File: src/hdru_ram.sv
// Generic simple dual-port RAM: one write port, one read port with
// registered read data. Used for the weight store; no dependencies.
`default_nettype none

module hdru_ram #(
  parameter int WIDTH = 8,
  parameter int DEPTH = 16
) (
  input  logic                     clk_i,
  input  logic                     wr_en_i,
  input  logic [$clog2(DEPTH)-1:0] wr_addr_i,
  input  logic [WIDTH-1:0]         wr_data_i,
  input  logic                     rd_en_i,
  input  logic [$clog2(DEPTH)-1:0] rd_addr_i,
  output logic [WIDTH-1:0]         rd_data_o
);

  logic [WIDTH-1:0] mem_q [DEPTH];

  // Write port.
  always_ff @(posedge clk_i) begin
    if (wr_en_i) begin
      mem_q[wr_addr_i] <= wr_data_i;
    end
  end

  // Read port with registered output.
  always_ff @(posedge clk_i) begin
    if (rd_en_i) begin
      rd_data_o <= mem_q[rd_addr_i];
    end
  end

endmodule

`default_nettype wire

File: config.mk
export PLATFORM = sky130hd
export DESIGN_NAME = hdru_ram
export DESIGN_NICKNAME = d
export VERILOG_FILES = /design/src/hdru_ram.sv
export SDC_FILE = /design/constraint.sdc
export NUM_CORES = 1
export LEC_CHECK = 0
export BUFFER_PORTS_ARGS = -buffer_cell sky130_fd_sc_hd__buf_4
export CAP_MARGIN = 20
export CORE_UTILIZATION = 31
export DETAILED_ROUTE_END_ITERATION = 10
export HOLD_SLACK_MARGIN = 0.05
export SLEW_MARGIN = 40
export SYNTH_ARGS = -nofsm -noshare
export SYNTH_HDL_FRONTEND = slang
export SYNTH_SLANG_ARGS = --single-unit
File: constraint.sdc
create_clock -name clk_i -period 2.7 [get_ports clk_i]
set_input_delay 0.54 -clock clk_i [delete_from_list [all_inputs] [get_ports clk_i]]
set_output_delay 0.54 -clock clk_i [all_outputs]
set_load 0.02 [all_outputs]
==> key figures <==
Run status
  • Result of the run: finished clean

Timing
  • Portion of the clock cycle consumed by the worst path in the final layout: 66.1%
  • Total of endpoints with negative setup slack in the final report: 0
  • Final critical-path required period: 1.78 ns
  • Final sum of negative setup slack: 0 ns
  • Setup repair after global routing missed its margin: no
  • Worst max-slew margin expressed relative to the limit: 69.4%
  • Worst clock skew: 0.00627 ns
  • Transition time at the pin with the least slew margin: 0.459 ns
  • Final hold viol count: 0
  • Upper clock frequency limit: 0.560 GHz
  • Final count of pins violating max slew: 0
  • Worst hold slack: 0.425 ns

Routing
  • Router iterations before antenna repair: 5
  • WL/cell: 21.1 um
  • Wire length reported by the detailed router: 10900 um
  • DRC violation total after the first TritonRoute iteration: 251
  • Drt drc: 0
  • Vias per Instance: 4.83
  • Number of nets still failing antenna checks after routing: 0
  • Total number of vias: 2501

Synth
  • Synthesis Warnings: 0
  • Post-synth top area share: 78.1%
  • Count of flip-flops with a built-in enable after synthesis: 136
  • Async S/R FF share, synth: 0%
  • Portion of the post-synthesis area used by sequential elements: 78.1%
  • Cell type with the largest total area after synthesis: sky130_fd_sc_hd__edfxtp_1
  • Unique cell type count in the Yosys netlist: 18
  • Number of flip-flops and latches in the synthesized netlist: 136
  • Mapped Cells: 229
  • Commonest cells in the netlist: sky130_fd_sc_hd__edfxtp_1 (136), sky130_fd_sc_hd__mux4_2 (18), sky130_fd_sc_hd__a22oi_1 (16)
  • Average footprint of a synthesized cell: 22.8 um2
  • Area of the mapped netlist: 5230 um2
  • Most common flop cell mapped by yosys: sky130_fd_sc_hd__edfxtp_1
  • Count leader, synth: sky130_fd_sc_hd__edfxtp_1
  • Cell types occupying the most area after synthesis: sky130_fd_sc_hd__edfxtp_1 (78%), sky130_fd_sc_hd__mux4_2 (7.8%), sky130_fd_sc_hd__mux4_1 (7.0%)
  • Syn nets: 248

Pwr
  • VDD IR-drop max: 0.444 mV
  • Part of the power in the clock network: 46.2%
  • Internal power: 3920 uW
  • Switching Power: 985 uW
  • Net switching fraction of the power: 20.1%
  • Standby leakage power: 0.00212 uW
  • Share of power burned in registers: 48.8%
  • Logic pwr share: 5.0%
  • Power density of the placed cells: 770 nW/um2

GRT
  • Overflow after GRT: 0
  • Global-route wire length before repair: 16200 um
  • Number of antenna violations at the first check in global routing: 0
  • Overall fraction of global-route tracks in use: 13.3%
  • Largest net degree at the start of global routing: 27
  • Via count of the first global-routing pass: 2509

Placed design
  • IO Port Bufs: 26
  • Hpwl dp: 6860 um
  • Placed cell areas: 5780 um2
  • Number of placed instances, taps included: 486
  • RD Place Congestion: 0.705

Setup path
  • Cells along the critical path: buf_4 > buf_4 > mux4_1 > a22oi_1 > nand2_1
  • Critical path class: in2reg
  • Crit end category: flop
  • Delay-heaviest family, CP: buffers and inverters
  • Worst Reg2Reg Path Length in Cells: 3
  • Cell repeated most along the worst path: sky130_fd_sc_hd__buf_4
  • Startpoint class of the critical path: input port
  • Buffer and inverter count on the worst path: 2
  • Largest driver fanout on the critical path: 17
  • Reg2Reg Capture Point: rd_data_o[4]
  • Stages on the worst setup path: 5
  • Data required time of the critical path: 2.86 ns
  • Highest cell delay on the worst timing path: 0.56 ns
  • Data arrival, critical path: 1.94 ns
  • Slowest cell on crit path: sky130_fd_sc_hd__mux4_1
  • Register-to-register path setup slack: 1.12 ns
  • Startpoint of the worst register-to-register path: mem_q[8][4]

Die
  • I/O pin count: 27
  • Die Outline Area: 17400 um2
  • Site row count: 47
  • Initial standard-cell utilization of the core: 31.6%
  • Area of the core: 16500 um2
  • Die W: 132 um
  • Chip Height: 132 um

Layout
  • Non-filler instance count after layout: 518
  • NumNets Final: 304
  • Layout overhead on the synthesized area: 21.8%
  • Final standard cell area without fillers: 6370 um2
  • Total inserted antenna cells: 0
  • Ratio of cells with drive above 1 in the final layout: 31.5%
  • Number of filler instances in the final layout: 1468

Flow run
  • Maximum capacitance violations: 0

Clock tree
  • Maximum clock insertion buffer count: 2
  • CTS Root Buffer Type: sky130_fd_sc_hd__clkbuf_16
  • Clock buffer count from CTS: 17
  • Clock-pin slew on the worst setup and hold paths: 0.06 ns
  • Hold-fix buffer count after cts: 0
  • Count of H-tree levels built during CTS: 4
  • Post-CTS sizing: 0
  • Later-pin clock latency in the skew report: 0.41 ns
  • TritonCTS clock tree: built
  • Buffer count from post-CTS setup fixing: 0
  • Number of clock sinks: 136

Worst hold path
  • Worst Hold Path EP: mem_q[14][1]
  • Launch point of the worst hold path: wr_data_i[1]
  • Kind of path behind the tightest hold check: in2reg
  • Hold Crit Depth: 1
==> routing by layer <==
metal	track usage (%)	vias up	share of wire [%]
met5	0	-	0
met2	19.5	96	45
met4	3.68	0	0.97
met1	19.0	1298	46
met3	4.38	15	7.8
li1	-	1092	-
==> state kept, by name (all words and copies together), names as in the netlist <==
signal     count
rd_data_o      8
mem_q        128
==> power by group through the flow <==
stage / Clock [uW] / Sequential (uW) / Combinational [uW]
6_report: 2270 / 2390 / 244
5_1_grt: 2390 / 2400 / 264
4_1_cts: 2300 / 2390 / 250
3_5_place_dp: 0 / 2440 / 249
3_3_place_gp: 0 / 2440 / 243
2_1_floorplan: 0 / 2450 / 120
==> through the flow <==
stage / utilization, % / setup WS [ns] / total power, uW
after floorplan: - / 0.667 / 2570
after global placement: 35.0 / 0.444 / 2680
after detailed placement: 35.0 / 0.441 / 2690
after CTS: 38.5 / 0.878 / 4940
after global routing: 38.5 / 0.819 / 5050
final: 38.5 / 0.916 / 4900
==> placed cells by master, fill, tap and decap left out <==
cell type / n
sky130_fd_sc_hd__edfxtp_1: 136
sky130_fd_sc_hd__buf_4: 46
sky130_fd_sc_hd__mux4_2: 18
sky130_fd_sc_hd__clkbuf_16: 17
sky130_fd_sc_hd__a22oi_1: 16
sky130_fd_sc_hd__mux4_1: 14
sky130_fd_sc_hd__nor2_1: 13
sky130_fd_sc_hd__nand2_1: 9
sky130_fd_sc_hd__nor3_1: 4
sky130_fd_sc_hd__clkinvlp_4: 4
sky130_fd_sc_hd__clkinv_1: 4
sky130_fd_sc_hd__clkinv_2: 3
sky130_fd_sc_hd__bufinv_16: 3
sky130_fd_sc_hd__nand3b_1: 2
sky130_fd_sc_hd__nand2b_1: 2
sky130_fd_sc_hd__nor2b_1: 1
sky130_fd_sc_hd__and2_1: 1
sky130_fd_sc_hd__and2b_1: 1
sky130_fd_sc_hd__nand3_1: 1
sky130_fd_sc_hd__or3b_2: 1
sky130_fd_sc_hd__inv_6: 1
sky130_fd_sc_hd__buf_12: 1
==> cells by family after synthesis <==
group	Yosys count	synth area share, %
DFF	136	78.1
and+or+nand+nor	35	3.14
muxes	32	14.8
AOI/OAI and AO/OA	16	2.30
buffers and inverters	10	1.65
==> how the worst max path moves through the flow <==
stage / start / to / slack [ns]
after detailed placement: rd_addr_i[0] / rd_data_o[7] / 0.44
after global placement: rd_addr_i[0] / rd_data_o[4] / 0.44
after global routing: rd_addr_i[0] / rd_data_o[5] / 0.82
final: rd_addr_i[0] / rd_data_o[2] / 0.92
after floorplan: wr_addr_i[2] / mem_q[0][0] / 0.67
after CTS: rd_addr_i[0] / rd_data_o[7] / 0.88
==> final cells by class <==
class / instances / area (um2) / share of cell area [%]
clock buffer: 17 / 425 / 6.68
clock inverter: 15 / 159 / 2.50
multi-input combinational: 83 / 1060 / 16.6
sequential: 136 / 4080 / 64.2
tap: 220 / 275 / 4.32
timing repair buffer: 47 / 365 / 5.74
Power figures use the tool's default switching activity.
